===== src/hdl/bblim_pkg.sv =====
// shared types, constants and helper functions for the battery level brightness limiter
package bblim_pkg;

    // field widths
    localparam int OP_W       = 2;
    localparam int ADC_FIELD_W = 12;
    localparam int REF_W      = 13;
    localparam int FS_W       = 12;
    localparam int DIV_W      = 16;
    localparam int MV_W       = 16;
    localparam int LEVEL_W    = 3;
    localparam int LIMIT_W    = 8;
    localparam int TICK_W     = 8;

    // request queue between front and back
    localparam int QDEPTH = 4;
    localparam int QPTR_W = $clog2(QDEPTH);

    // conversion arithmetic: the two divisions by den and by ten fold into one
    localparam int SCALE_UP = 10000;
    localparam int MV_SCALE = SCALE_UP / 10;
    localparam int SCALE_W  = 10;
    localparam int PROD_W   = ADC_FIELD_W + REF_W;
    localparam int NUM_W    = PROD_W + SCALE_W;
    localparam int DEN_W    = FS_W + DIV_W;
    localparam int SAT_W    = DEN_W + MV_W;
    localparam int DSH_W    = DEN_W + MV_W - 1;
    localparam int STEP_W   = $clog2(MV_W);

    localparam logic [MV_W-1:0] MV_MAX    = '1;
    localparam logic [MV_W-1:0] HIGH_MV   = 16'd3800;
    localparam logic [MV_W-1:0] MEDIUM_MV = 16'd3500;

    // battery levels
    localparam logic [LEVEL_W-1:0] LVL_FULL    = 3'd0;
    localparam logic [LEVEL_W-1:0] LVL_HIGH    = 3'd1;
    localparam logic [LEVEL_W-1:0] LVL_MEDIUM  = 3'd2;
    localparam logic [LEVEL_W-1:0] LVL_LOW     = 3'd3;
    localparam logic [LEVEL_W-1:0] LVL_PROTECT = 3'd4;

    localparam logic [LIMIT_W-1:0] LIMIT_RESET = 8'd255;

    // register map
    localparam int ADDR_W = 5;
    localparam int REGIDX_W = 3;
    localparam logic [REGIDX_W-1:0] REG_REFERENCE = 3'd0;
    localparam logic [REGIDX_W-1:0] REG_FULLSCALE = 3'd1;
    localparam logic [REGIDX_W-1:0] REG_DIVIDER   = 3'd2;
    localparam logic [REGIDX_W-1:0] REG_FULL      = 3'd3;
    localparam logic [REGIDX_W-1:0] REG_PROTECT   = 3'd4;
    localparam logic [REGIDX_W-1:0] REG_RECOVER   = 3'd5;

    typedef enum logic [OP_W-1:0] {
        OP_SAMPLE = 2'd0,
        OP_TICK   = 2'd1,
        OP_CLEAR  = 2'd2,
        OP_NONE   = 2'd3
    } t_op;

    typedef struct packed {
        t_op                    op;
        logic [ADC_FIELD_W-1:0] code;
    } t_item;

    typedef struct packed {
        logic  valid;
        t_item item;
    } t_qport;

    typedef struct packed {
        logic [REF_W-1:0] reference_mv;
        logic [FS_W-1:0]  adc_full_scale;
        logic [DIV_W-1:0] divider_milli;
        logic [MV_W-1:0]  full_mv;
        logic [MV_W-1:0]  protect_mv;
        logic [MV_W-1:0]  recover_mv;
    } t_cfg;

    typedef struct packed {
        logic                   start;
        logic [ADC_FIELD_W-1:0] code;
    } t_conv_req;

    typedef struct packed {
        logic            done;
        logic [MV_W-1:0] mv;
    } t_conv_res;

    typedef struct packed {
        logic [MV_W-1:0]    battery_mv;
        logic [LEVEL_W-1:0] battery_level;
        logic [LIMIT_W-1:0] target_limit;
        logic [LIMIT_W-1:0] current_limit;
        logic               protect_active;
    } t_result;

    function automatic logic [LEVEL_W-1:0] grade(
        input logic [MV_W-1:0] mv,
        input logic [MV_W-1:0] full_mv,
        input logic [MV_W-1:0] protect_mv
    );
        logic [LEVEL_W-1:0] lvl;
        if (mv >= full_mv) begin
            lvl = LVL_FULL;
        end else if (mv >= HIGH_MV) begin
            lvl = LVL_HIGH;
        end else if (mv >= MEDIUM_MV) begin
            lvl = LVL_MEDIUM;
        end else if (mv >= protect_mv) begin
            lvl = LVL_LOW;
        end else begin
            lvl = LVL_PROTECT;
        end
        return lvl;
    endfunction

    function automatic logic [LIMIT_W-1:0] level_limit(input logic [LEVEL_W-1:0] lvl);
        logic [LIMIT_W-1:0] lim;
        unique case (lvl)
            LVL_FULL:   lim = 8'd255;
            LVL_HIGH:   lim = 8'd220;
            LVL_MEDIUM: lim = 8'd180;
            LVL_LOW:    lim = 8'd140;
            default:    lim = 8'd100;
        endcase
        return lim;
    endfunction

endpackage


===== src/hdl/bblim_front.sv =====
// front end: takes requests from the input stream, classifies them and queues them
module bblim_front #(
    parameter int ADC_BITS = 12
) (
    input  logic                             i_clk,
    input  logic                             i_rst_n,
    input  logic                             i_valid,
    output logic                             o_ready,
    input  logic [bblim_pkg::OP_W-1:0]       i_op,
    input  logic [bblim_pkg::ADC_FIELD_W-1:0] i_code,
    input  logic                             i_pop,
    output bblim_pkg::t_qport                o_q
);
    import bblim_pkg::*;

    localparam int CODE_BITS = (ADC_BITS < ADC_FIELD_W) ? ADC_BITS : ADC_FIELD_W;
    localparam logic [ADC_FIELD_W-1:0] CODE_MASK = ADC_FIELD_W'((33'd1 << CODE_BITS) - 33'd1);

    t_item              r_qmem [QDEPTH];
    logic [QPTR_W-1:0]  r_wp;
    logic [QPTR_W-1:0]  r_rp;
    logic [QPTR_W:0]    r_cnt;
    t_item              w_item;
    logic               w_push;
    logic               w_pop;

    // classify: only a sample carries a code, the rest travel with a clean payload
    always_comb begin
        w_item.op   = OP_NONE;
        w_item.code = '0;
        unique case (i_op)
            OP_SAMPLE: begin
                w_item.op   = OP_SAMPLE;
                w_item.code = i_code & CODE_MASK;
            end
            OP_TICK:  w_item.op = OP_TICK;
            OP_CLEAR: w_item.op = OP_CLEAR;
            default:  w_item.op = OP_NONE;
        endcase
    end

    assign o_ready = (r_cnt != (QPTR_W+1)'(QDEPTH));
    assign w_push  = i_valid && o_ready;
    assign w_pop   = i_pop && (r_cnt != '0);

    always_ff @(posedge i_clk) begin
        if (w_push) begin
            r_qmem[r_wp] <= w_item;
        end
    end

    always_ff @(posedge i_clk) begin
        if (!i_rst_n) begin
            r_wp  <= '0;
            r_rp  <= '0;
            r_cnt <= '0;
        end else begin
            if (w_push) begin
                r_wp <= r_wp + 1'b1;
            end
            if (w_pop) begin
                r_rp <= r_rp + 1'b1;
            end
            r_cnt <= r_cnt + (QPTR_W+1)'(w_push) - (QPTR_W+1)'(w_pop);
        end
    end

    assign o_q.valid = (r_cnt != '0);
    assign o_q.item  = r_qmem[r_rp];

    assert property (@(posedge i_clk) disable iff (!i_rst_n)
        r_cnt <= (QPTR_W+1)'(QDEPTH))
        else $error("request queue overfilled");

endmodule


===== src/hdl/bblim_conv.sv =====
// conversion unit: adc code to millivolts by three products and a restoring divider
module bblim_conv (
    input  logic                  i_clk,
    input  logic                  i_rst_n,
    input  bblim_pkg::t_cfg       i_cfg,
    input  bblim_pkg::t_conv_req  i_req,
    output bblim_pkg::t_conv_res  o_res
);
    import bblim_pkg::*;

    typedef enum logic [3:0] {
        C_IDLE  = 4'b0001,
        C_MUL   = 4'b0010,
        C_CHECK = 4'b0100,
        C_DIV   = 4'b1000
    } t_cstate;

    t_cstate            r_state;
    logic [PROD_W-1:0]  r_prod;
    logic [DEN_W-1:0]   r_den;
    logic [NUM_W-1:0]   r_num;
    logic [NUM_W-1:0]   r_rem;
    logic [DSH_W-1:0]   r_dsh;
    logic [MV_W-1:0]    r_q;
    logic [STEP_W-1:0]  r_step;
    logic [MV_W-1:0]    r_mv;
    logic               r_done;
    logic               w_sat;
    logic               w_ge;

    // saturate on a zero den, or when the quotient is above 16 bits: num >= den * 2^16
    assign w_sat = (r_den == '0) || (SAT_W'(r_num) >= {r_den, MV_W'(0)});
    assign w_ge  = (DSH_W'(r_rem) >= r_dsh);

    always_ff @(posedge i_clk) begin
        if (!i_rst_n) begin
            r_state <= C_IDLE;
            r_done  <= 1'b0;
        end else begin
            r_done <= 1'b0;
            unique case (r_state)
                C_IDLE: begin
                    if (i_req.start) begin
                        r_state <= C_MUL;
                    end
                end
                C_MUL:   r_state <= C_CHECK;
                C_CHECK: begin
                    if (w_sat) begin
                        r_state <= C_IDLE;
                        r_done  <= 1'b1;
                    end else begin
                        r_state <= C_DIV;
                    end
                end
                C_DIV: begin
                    if (r_step == '0) begin
                        r_state <= C_IDLE;
                        r_done  <= 1'b1;
                    end
                end
                default: r_state <= C_IDLE;
            endcase
        end
    end

    always_ff @(posedge i_clk) begin
        unique case (r_state)
            C_IDLE: begin
                r_prod <= PROD_W'(i_req.code) * PROD_W'(i_cfg.reference_mv);
                r_den  <= DEN_W'(i_cfg.adc_full_scale) * DEN_W'(i_cfg.divider_milli);
            end
            C_MUL: begin
                r_num <= NUM_W'(r_prod) * NUM_W'(MV_SCALE);
            end
            C_CHECK: begin
                r_rem  <= r_num;
                r_dsh  <= {r_den, (MV_W-1)'(0)};
                r_q    <= '0;
                r_step <= STEP_W'(MV_W-1);
                if (w_sat) begin
                    r_mv <= MV_MAX;
                end
            end
            C_DIV: begin
                if (w_ge) begin
                    r_rem <= r_rem - r_dsh[NUM_W-1:0];
                end
                r_dsh  <= r_dsh >> 1;
                r_q    <= {r_q[MV_W-2:0], w_ge};
                r_step <= r_step - 1'b1;
                if (r_step == '0) begin
                    r_mv <= {r_q[MV_W-2:0], w_ge};
                end
            end
            default: ;
        endcase
    end

    assign o_res.done = r_done;
    assign o_res.mv   = r_mv;

    // restoring step invariant: remainder stays below twice the shifted divisor
    assert property (@(posedge i_clk) disable iff (!i_rst_n)
        (r_state == C_DIV) |-> (SAT_W'(r_rem) < SAT_W'({r_dsh, 1'b0})))
        else $error("divider remainder out of range");

    assert property (@(posedge i_clk) disable iff (!i_rst_n)
        i_req.start |-> (r_state == C_IDLE))
        else $error("conversion started while busy");

endmodule


===== src/hdl/bblim_back.sv =====
// back end: executes queued requests, holds the limiter state and the result register
module bblim_back #(
    parameter int FADE_PERIOD = 250
) (
    input  logic                  i_clk,
    input  logic                  i_rst_n,
    input  bblim_pkg::t_cfg       i_cfg,
    input  bblim_pkg::t_qport     i_q,
    output logic                  o_pop,
    output bblim_pkg::t_conv_req  o_conv_req,
    input  bblim_pkg::t_conv_res  i_conv_res,
    output logic                  o_valid,
    input  logic                  i_ready,
    output bblim_pkg::t_result    o_result
);
    import bblim_pkg::*;

    localparam logic [TICK_W-1:0] FADE_LAST = TICK_W'(FADE_PERIOD);

    typedef enum logic [2:0] {
        B_IDLE  = 3'b001,
        B_CONV  = 3'b010,
        B_APPLY = 3'b100
    } t_bstate;

    t_bstate             r_state;
    t_op                 r_op;
    logic [MV_W-1:0]     r_mv;
    logic [LEVEL_W-1:0]  r_level;
    logic [LIMIT_W-1:0]  r_target;
    logic [LIMIT_W-1:0]  r_ramp;
    logic [TICK_W-1:0]   r_tick;
    logic                r_flag;
    logic                r_out_valid;
    t_result             r_out;

    logic [MV_W-1:0]     n_mv;
    logic [LEVEL_W-1:0]  n_level;
    logic [LIMIT_W-1:0]  n_target;
    logic [LIMIT_W-1:0]  n_ramp;
    logic [TICK_W-1:0]   n_tick;
    logic                n_flag;
    logic [TICK_W-1:0]   w_tick_inc;
    logic                w_slot;
    logic                w_commit;

    assign o_pop            = (r_state == B_IDLE) && i_q.valid;
    assign o_conv_req.start = o_pop && (i_q.item.op == OP_SAMPLE);
    assign o_conv_req.code  = i_q.item.code;

    // result slot free when empty or being taken this cycle
    assign w_slot   = !r_out_valid || i_ready;
    assign w_commit = (r_state == B_APPLY) && w_slot;

    assign w_tick_inc = r_tick + 1'b1;

    always_comb begin
        n_mv     = r_mv;
        n_level  = r_level;
        n_target = r_target;
        n_ramp   = r_ramp;
        n_tick   = r_tick;
        n_flag   = r_flag;
        unique case (r_op)
            OP_SAMPLE: begin
                n_mv     = i_conv_res.mv;
                n_level  = grade(i_conv_res.mv, i_cfg.full_mv, i_cfg.protect_mv);
                n_target = level_limit(n_level);
                // hysteresis between trip and release thresholds
                if ((i_conv_res.mv < i_cfg.protect_mv) && !r_flag) begin
                    n_flag = 1'b1;
                end else if ((i_conv_res.mv > i_cfg.recover_mv) && r_flag) begin
                    n_flag = 1'b0;
                end
            end
            OP_TICK: begin
                if (r_ramp != r_target) begin
                    if (w_tick_inc >= FADE_LAST) begin
                        n_tick = '0;
                        if (r_target > r_ramp) begin
                            n_ramp = r_ramp + 1'b1;
                        end else begin
                            n_ramp = r_ramp - 1'b1;
                        end
                    end else begin
                        n_tick = w_tick_inc;
                    end
                end
            end
            OP_CLEAR: n_flag = 1'b0;
            OP_NONE:  ;
            default:  ;
        endcase
    end

    always_ff @(posedge i_clk) begin
        if (!i_rst_n) begin
            r_state     <= B_IDLE;
            r_op        <= OP_NONE;
            r_mv        <= '0;
            r_level     <= LVL_FULL;
            r_target    <= LIMIT_RESET;
            r_ramp      <= LIMIT_RESET;
            r_tick      <= '0;
            r_flag      <= 1'b0;
            r_out_valid <= 1'b0;
        end else begin
            unique case (r_state)
                B_IDLE: begin
                    if (i_q.valid) begin
                        r_op <= i_q.item.op;
                        if (i_q.item.op == OP_SAMPLE) begin
                            r_state <= B_CONV;
                        end else begin
                            r_state <= B_APPLY;
                        end
                    end
                end
                B_CONV: begin
                    if (i_conv_res.done) begin
                        r_state <= B_APPLY;
                    end
                end
                B_APPLY: begin
                    if (w_slot) begin
                        r_state <= B_IDLE;
                    end
                end
                default: r_state <= B_IDLE;
            endcase

            if (w_commit) begin
                r_mv     <= n_mv;
                r_level  <= n_level;
                r_target <= n_target;
                r_ramp   <= n_ramp;
                r_tick   <= n_tick;
                r_flag   <= n_flag;
            end

            if (w_commit) begin
                r_out_valid <= 1'b1;
            end else if (i_ready) begin
                r_out_valid <= 1'b0;
            end
        end
    end

    always_ff @(posedge i_clk) begin
        if (w_commit) begin
            r_out.battery_mv     <= n_mv;
            r_out.battery_level  <= n_level;
            r_out.target_limit   <= n_target;
            r_out.current_limit  <= n_ramp;
            r_out.protect_active <= n_flag;
        end
    end

    assign o_valid  = r_out_valid;
    assign o_result = r_out;

    assert property (@(posedge i_clk) disable iff (!i_rst_n)
        i_conv_res.done |-> (r_state == B_CONV))
        else $error("conversion finished with no sample waiting");

    assert property (@(posedge i_clk) disable iff (!i_rst_n)
        r_tick < FADE_LAST)
        else $error("fade counter passed its period");

    assert property (@(posedge i_clk) disable iff (!i_rst_n)
        ($past(i_rst_n) && (r_ramp != $past(r_ramp))) |->
            ((r_ramp == $past(r_ramp) + 8'd1) || (r_ramp == $past(r_ramp) - 8'd1)))
        else $error("ramped limit moved by more than one step");

endmodule


===== src/hdl/battery_level_brightness_limiter.sv =====
// top level of the battery level brightness limiter: register file, front, back, converter
// sample path: a taken sample request passes two product stages, a saturation check and 16
//   divider steps, the divider steps skipped when it saturates; other requests skip the converter
// flow: the back end takes a new request only once the last one is committed to the result register;
//   a 4-deep queue and a one-entry result register let input and output stall independently
// reset: synchronous, active low; settings to 2400/1023/500/4200/3300/3600, limits to 255,
//   level full, voltage 0, protection off; no clearing pass, ready right out of reset
module battery_level_brightness_limiter #(
    parameter int ADC_BITS    = 12,
    parameter int FADE_PERIOD = 250
) (
    input  logic        i_clk,
    input  logic        i_rst_n,

    // request stream
    input  logic        s_axis_tvalid,
    output logic        s_axis_tready,
    input  logic [15:0] s_axis_tdata,   // [11:0] adc_sample, [15:12] zero
    input  logic [1:0]  s_axis_tuser,   // [1:0] operation

    // result stream
    output logic        m_axis_tvalid,
    input  logic        m_axis_tready,
    output logic [39:0] m_axis_tdata,   // [15:0] battery_mv, [18:16] battery_level,
                                        // [26:19] target_limit, [34:27] current_limit,
                                        // [35] protect_active, [39:36] zero

    // register port
    input  logic        psel,
    input  logic        penable,
    input  logic        pwrite,
    input  logic [4:0]  paddr,
    input  logic [31:0] pwdata,
    output logic [31:0] prdata,
    output logic        pready
);
    import bblim_pkg::*;

    // register file
    logic [REF_W-1:0]    r_reference_mv;
    logic [FS_W-1:0]     r_adc_full_scale;
    logic [DIV_W-1:0]    r_divider_milli;
    logic [MV_W-1:0]     r_full_mv;
    logic [MV_W-1:0]     r_protect_mv;
    logic [MV_W-1:0]     r_recover_mv;

    logic [REGIDX_W-1:0] w_idx;
    logic                w_wr;
    t_cfg                w_cfg;
    t_qport              w_q;
    logic                w_pop;
    t_conv_req           w_conv_req;
    t_conv_res           w_conv_res;
    t_result             w_result;

    assign pready = 1'b1;
    assign w_idx  = paddr[ADDR_W-1:2];
    assign w_wr   = psel && penable && pwrite && pready;

    // register writes land on the access phase; unmapped slots are ignored
    always_ff @(posedge i_clk) begin
        if (!i_rst_n) begin
            r_reference_mv   <= 13'd2400;
            r_adc_full_scale <= 12'd1023;
            r_divider_milli  <= 16'd500;
            r_full_mv        <= 16'd4200;
            r_protect_mv     <= 16'd3300;
            r_recover_mv     <= 16'd3600;
        end else if (w_wr) begin
            unique case (w_idx)
                REG_REFERENCE: r_reference_mv   <= pwdata[REF_W-1:0];
                REG_FULLSCALE: r_adc_full_scale <= pwdata[FS_W-1:0];
                REG_DIVIDER:   r_divider_milli  <= pwdata[DIV_W-1:0];
                REG_FULL:      r_full_mv        <= pwdata[MV_W-1:0];
                REG_PROTECT:   r_protect_mv     <= pwdata[MV_W-1:0];
                REG_RECOVER:   r_recover_mv     <= pwdata[MV_W-1:0];
                default: ;
            endcase
        end
    end

    // read back, zero for unmapped slots
    always_comb begin
        unique case (w_idx)
            REG_REFERENCE: prdata = 32'(r_reference_mv);
            REG_FULLSCALE: prdata = 32'(r_adc_full_scale);
            REG_DIVIDER:   prdata = 32'(r_divider_milli);
            REG_FULL:      prdata = 32'(r_full_mv);
            REG_PROTECT:   prdata = 32'(r_protect_mv);
            REG_RECOVER:   prdata = 32'(r_recover_mv);
            default:       prdata = '0;
        endcase
    end

    assign w_cfg.reference_mv   = r_reference_mv;
    assign w_cfg.adc_full_scale = r_adc_full_scale;
    assign w_cfg.divider_milli  = r_divider_milli;
    assign w_cfg.full_mv        = r_full_mv;
    assign w_cfg.protect_mv     = r_protect_mv;
    assign w_cfg.recover_mv     = r_recover_mv;

    // front: accept, classify and queue requests
    bblim_front #(
        .ADC_BITS (ADC_BITS)
    ) u_front (
        .i_clk   (i_clk),
        .i_rst_n (i_rst_n),
        .i_valid (s_axis_tvalid),
        .o_ready (s_axis_tready),
        .i_op    (s_axis_tuser),
        .i_code  (s_axis_tdata[ADC_FIELD_W-1:0]),
        .i_pop   (w_pop),
        .o_q     (w_q)
    );

    // shared converter used by sample requests
    bblim_conv u_conv (
        .i_clk   (i_clk),
        .i_rst_n (i_rst_n),
        .i_cfg   (w_cfg),
        .i_req   (w_conv_req),
        .o_res   (w_conv_res)
    );

    // back: sequence requests, update limiter state, hold the result
    bblim_back #(
        .FADE_PERIOD (FADE_PERIOD)
    ) u_back (
        .i_clk      (i_clk),
        .i_rst_n    (i_rst_n),
        .i_cfg      (w_cfg),
        .i_q        (w_q),
        .o_pop      (w_pop),
        .o_conv_req (w_conv_req),
        .i_conv_res (w_conv_res),
        .o_valid    (m_axis_tvalid),
        .i_ready    (m_axis_tready),
        .o_result   (w_result)
    );

    // result packing, first field in the low bits
    assign m_axis_tdata = {4'b0000,
                           w_result.protect_active,
                           w_result.current_limit,
                           w_result.target_limit,
                           w_result.battery_level,
                           w_result.battery_mv};

endmodule


===== config.mk =====
export PLATFORM = sky130hd
export DESIGN_NAME = battery_level_brightness_limiter
export DESIGN_NICKNAME = d
export VERILOG_FILES = /design/src/hdl/bblim_pkg.sv /design/src/hdl/bblim_front.sv /design/src/hdl/bblim_conv.sv /design/src/hdl/bblim_back.sv /design/src/hdl/battery_level_brightness_limiter.sv
export SDC_FILE = /design/constraint.sdc
export NUM_CORES = 2
export LEC_CHECK = 0
export ABC_AREA = 0
export BUFFER_PORTS_ARGS = -buffer_cell sky130_fd_sc_hd__buf_2
export CAP_MARGIN = 20
export CORE_MARGIN = 10
export CORE_UTILIZATION = 25
export CTS_CLUSTER_DIAMETER = 200
export DETAILED_ROUTE_END_ITERATION = 8
export GPL_TIMING_DRIVEN = 0
export HOLD_SLACK_MARGIN = 0.08
export PLACE_DENSITY = 0.38
export SYNTH_ARGS = -nofsm -noshare
export SYNTH_HDL_FRONTEND = slang
export SYNTH_SLANG_ARGS = --single-unit

===== constraint.sdc =====
create_clock -name i_clk -period 7.8 [get_ports i_clk]
set_clock_uncertainty 0.15 [all_clocks]
set_input_delay 1.95 -clock i_clk [delete_from_list [all_inputs] [get_ports i_clk]]
set_output_delay 1.95 -clock i_clk [all_outputs]
set_load 0.03 [all_outputs]

=== Word-level counts from Yosys, hierarchy flattened ===
Memory sizes are Yosys's and may differ from the RTL's. A register that Yosys moved wholly into a read port is not among the register bits.
Index checks and enable logic that the tools add are counted.

* Flip-flop bits (word level): 385
* Memory bits (writable): 56
* Logic and storage cells: 165
* Bits of input ports: 62
* Output and inout port bits: 75
* Memories: 1

* Reduce and logical (&&, ||, !) cells: 35
* Muxes and demuxes: 46
* Add/subtract/negate cells: 9
* Equality and inequality tests: 28
* Multiply operators: 3
* Magnitude comparators: 10

{| class="wikitable"
|+ Memory list
! name !! words !! bits a word !! read ports !! clocked after Yosys merged registers in !! write ports !! line !! text
|-
| u_front.r_qmem || 4 || 14 || 1 || 1 || 1 || bblim_front.sv:19 || <nowiki>t_item r_qmem [QDEPTH];</nowiki>
|}

{| class="wikitable"
|+ Operator list
! cell !! count
|-
| $pmux W16 S6 || 1
|-
| $pmux W43 S2 || 1
|-
| $pmux W35 S2 || 1
|-
| $mux W16 || 3
|-
| $mux W8 || 6
|-
| $ge A35 B44 Y1 || 1
|-
| $ge A35 B43 Y1 || 1
|-
| $mux W35 || 1
|-
| $sub A35 B35 Y35 || 1
|-
| $ge A16 B12 Y1 const B || 2
|-
| $ge A16 B16 Y1 || 2
|-
| $mul A25 B7 Y32 const B || 1
|-
| $pmux W16 S2 || 1
|-
| $pmux W8 S4 || 1
|-
| $mux W3 || 10
|-
| $pmux W15 S2 || 1
|-
| $logic_not A28 Y1 || 1
|-
| $mul A12 B16 Y28 || 1
|-
| $mul A12 B13 Y25 || 1
|-
| $reduce_and A2 Y1 || 9
|-
| $add A8 B1 Y8 const B || 2
|-
| $gt A16 B16 Y1 || 1
|-
| $lt A16 B16 Y1 || 1
|-
| $pmux W4 S4 || 1
|-
| other kinds (37) || 80
|}

=== Depth between registers and ports, before layout ===
* Word-level depth: 9
* Gate-level depth with buffers: 25
* Mapped depth without buffers: 22

=== By module ===
Synthesis repeated with hierarchy kept, for this count alone.

* Cell total of the unflattened synthesis: 3753
* Area, all modules: 37069.3 µm²

{| class="wikitable"
|+ By module, submodules not included
! module !! cells each !! area each (µm²) !! sequential area each (µm²) !! instances
|-
| bblim_conv || 2531 || 24787.5 || 6045.8 || 1
|-
| bblim_back || 611 || 5337.6 || 2082.0 || 1
|-
| battery_level_brightness_limiter || 474 || 4325.4 || 1781.7 || 1
|-
| bblim_front || 137 || 2618.8 || 1861.8 || 1
|}

=== Least setup slack after synthesis ===
No wires, ideal clock.

* Kind: register to register
* From: register (tool-made name)
* To: register u_conv.r_prod[23], data pin
* Data required time: 7.392 ns
* Arrival: 6.209 ns
* Setup slack: 1.184 ns
* Library setup time: 0.258 ns
* Clock period less this slack: 6.616 ns
* Stages on the path, launching flop included: 23
* Cell sequence: dfxtp_1 clkbuf_1 buf_2 mux4_2 clkbuf_1 nand2_1 fa_1 fa_1 fa_1 inv_1 fa_1 inv_1 fa_1 inv_1 ha_1 or2_2 a22oi_1 o21ai_0 o21ai_0 o21ai_0 o21a_1 nor2_1 xnor2_1

{| class="wikitable"
|+ RTL lines
! element !! line !! text
|-
| to (signal assigned) || bblim_conv.sv:70 || <nowiki>r_prod <= PROD_W'(i_req.code) * PROD_W'(i_cfg.reference_mv);</nowiki>
|-
| to (decl) || bblim_conv.sv:19 || <nowiki>logic [PROD_W-1:0] r_prod;</nowiki>
|}

==> metrics.md <==
| Metric | Value |
|---|---|
| Fillers | 15200 |
| Largest net degree at the start of global routing | 47 |
| Period minus WS final | 7.32 ns |
| DRC viols | 0 |
| Max Cap Violations | 0 |
| Rows | 139 |
| TritonCTS Sinks | 443 |
| Critical Path End Type | register |
| Antenna violations before repair | 13 |
| I/O pin count | 137 |
| Core area | 144000 um^2 |
| Yosys top cell area share | 24.0% |
| Root Driver | clkbuf_16 |
| Clock tree buffer depth | 3 |
| Kind of critical path | register to register |
| Distinct cells, synth | 81 |
| Antenna Nets Post-Route | 0 |
| Status | finished clean |
| DIE AREA | 161000 um^2 |
| Final period util | 93.8% |
| Synth Cell Area | 36200 um^2 |
| CP required | 8.06 ns |
| Avg Vias per Cell | 4.41 |
| Die Ht | 401 um |
| Synth area leader | edfxtp_1 |
| Nets | 4578 |
| Area added between synthesis and finish | 13.6% |
| Critical path startpoint category | register |
| Register area | 11800 um^2 |
| Worst rel slew slack | 27.5% |
| Die X | 401 um |
| GRT busiest layer | met2 |
| Met1 Use GR | 17.7% |
| Global routing usage on met2 | 22.0% |
| EDFF count, synth | 290 |
| Arrival @ worst endpoint | 7.58 ns |
| HPWL Detailed | 85.4 mm |
| Grt total ovfl | 0 |
| Total GRT Usage | 13.2% |
| Cell count after synthesis | 3671 |
| Sequential share of the synthesized area | 32.5% |
| Ranking of synthesized cells by instance count | nand2_1 (597), inv_1 (488), fa_1 (343) |
| Number of global-route vias before repair | 26900 |
| Final Hold Viols | 0 |
| Synthesized flop and latch total | 443 |
| Crit Path Max Fanout | 10 |
| Total vias in the final route | 25500 |
| Avg Inst Size Synth | 9.87 um^2 |
| Setup violators final | 0 |
| CTS tree | done |
| Worst min path class | register to register |
| YS warnings | 0 |
| RSZ-0062 raised after global routing | no |
| Fmax | 137 MHz |
| Starting DRT DRC Count | 1244 |
| Worst Tran Pin Value | 1.08 ns |
| WL final | 107 mm |
| # Post-CTS Setup Buffers | 0 |
| Fraction of registers with async set/reset | 0% |
| Routed len/inst | 18.5 um |
| Synth area leaders | edfxtp_1 (24%), fa_1 (19%), ha_1 (11%), dfxtp_1 (8.5%), nand2_1 (6.2%) |
| CTS buffer count | 56 |
| Pins over their slew limit | 0 |
| Top-count cell post-synth | nand2_1 |
| First-pass DRT Iterations | 5 |
| Clock Latency Late Sink | 0.66 ns |
| Share of post-route cells with drive strength above 1 | 7.24% |
| M3 GR Usage | 2.26% |
| TNS Setup | 0 ns |
| Top FF cell, synth | edfxtp_1 |
| # port buffers | 92 |
| First-pass GRT wire length | 167 mm |
| H-tree depth | 2 |
| Reg clk slew, reported paths | 0.06 ns |
| RePlAce Congestion | 0.792 |
| R2R setup slack | 0.48 ns |
| Initial Util | 25.2% |
| Area of the multi-input gates | 22000 um^2 |
[cells in the final DEF, fill, tap and decap left out, types with 120 or more instances in the layout]
cell and n:
nand2_1 596, inv_1 487, fa_1 343, ha_1 325, edfxtp_1 290, and2_1 166, dfxtp_1 153, clkbuf_1 140
nor2_1 126, o21ai_0 122, a21oi_1 120
[repair_timing]
action / CTS / global route
setup endpoints to repair: 0 / 2
gates resized for setup: 0 / 4
hold endpoints to repair: 0 / 0
hold buffers: 0 / 0
[layer usage]
metal / wire length [um] / vias up
li1: - / 12600
met1: 49900 / 12500
met2: 49900 / 355
met3: 4500 / 130
met4: 2790 / 22
met5: 137 / -
[state kept, by name, summed over array words and instances, names as in the netlist, 3 cells and up, named ones only]
register / cells
u_front.r_qmem: 56
u_conv.r_dsh: 43
u_back.o_result: 36
u_conv.r_rem: 35
u_conv.r_num: 32
u_conv.r_den: 28
u_conv.r_prod: 25
r_divider_milli: 16
r_full_mv: 16
r_protect_mv: 16
r_recover_mv: 16
u_back.r_mv: 16
u_conv.r_mv: 16
u_conv.r_q: 15
r_reference_mv: 13
r_adc_full_scale: 12
u_back.r_ramp: 8
u_back.r_target: 8
u_back.r_tick: 8
u_conv.r_state: 4
u_conv.r_step: 4
u_back.r_level: 3
u_back.r_state: 3
u_front.r_cnt: 3
[metrics by stage]
stage          worst slack, ns  hold WS (ns)  cell area, um^2  utilization [%]  instances
3_5_place_dp             0.121         0.300            39300             27.3       5693
6_report                 0.481         0.309            41200             28.6       5799
2_1_floorplan             1.18         0.283            36300                -       3690
3_3_place_gp            -0.774         0.296            39200             27.2       5685
4_1_cts                  0.132         0.309            41200             28.6       5797
5_1_grt                 0.0474         0.323            41200             28.6       5797
[worst max-delay path: stages, from the launching register on]
cell,delay [ns]
dfxtp_1,0.31
clkbuf_1,0.33
clkbuf_4,0.38
mux4_2,0.64
clkbuf_1,0.29
nand2_1,0.17
fa_1,0.45
fa_1,0.50
fa_1,0.51
inv_1,0.07
fa_1,0.53
inv_1,0.05
fa_1,0.52
inv_1,0.04
ha_1,0.32
or2_2,0.33
a22oi_1,0.32
o21ai_0,0.25
o21ai_1,0.34
o21ai_0,0.18
o21a_1,0.19
nor2_1,0.11
xnor2_1,0.08
[layout make-up]
class                      instances  share of cell area [%]
inverter                         489                    4.46
timing repair buffer             100                    1.42
clock buffer                      72                    3.65
tap                             1903                    5.78
clock inverter                    32                   0.839
multi-input combinational       2598                    53.5
sequential                       443                    28.6
antenna                            2                  0.0122
buffer                           160                    1.73
[logic make-up (layout without fill, tap and decap cells)]
| family | after synthesis | in the layout | share of synthesized area, % |
|---|---|---|---|
| compound gates | 585 | 585 | 10.6 |
| xor+xnor | 104 | 104 | 2.51 |
| fa+ha+maj | 668 | 668 | 30.2 |
| buf+inv | 649 | 853 | 7.02 |
| flops | 443 | 443 | 32.5 |
| mux | 68 | 68 | 2.55 |
| other cells | 2 | 23 | 0.0207 |
| simple gates | 1152 | 1152 | 14.7 |
[path summary, 6_finish.rpt]
| kind | end | cells after the start | start |
|---|---|---|---|
| setup / recovery | u_conv.r_prod[23]$_DFFE_PP_ | 22 | register |
| hold / removal | u_back.r_level[0]$_SDFFE_PN0P_ | 2 | u_back.r_level[0]$_SDFFE_PN0P_ |
| setup reg to reg | u_conv.r_prod[23]$_DFFE_PP_ | 22 | register |
| hold reg to reg | u_back.r_level[0]$_SDFFE_PN0P_ | 2 | u_back.r_level[0]$_SDFFE_PN0P_ |
Power is left out: the tool's default activity adds up to more than one toggle a clock period on the data nets, which glitch-free logic cannot reach.
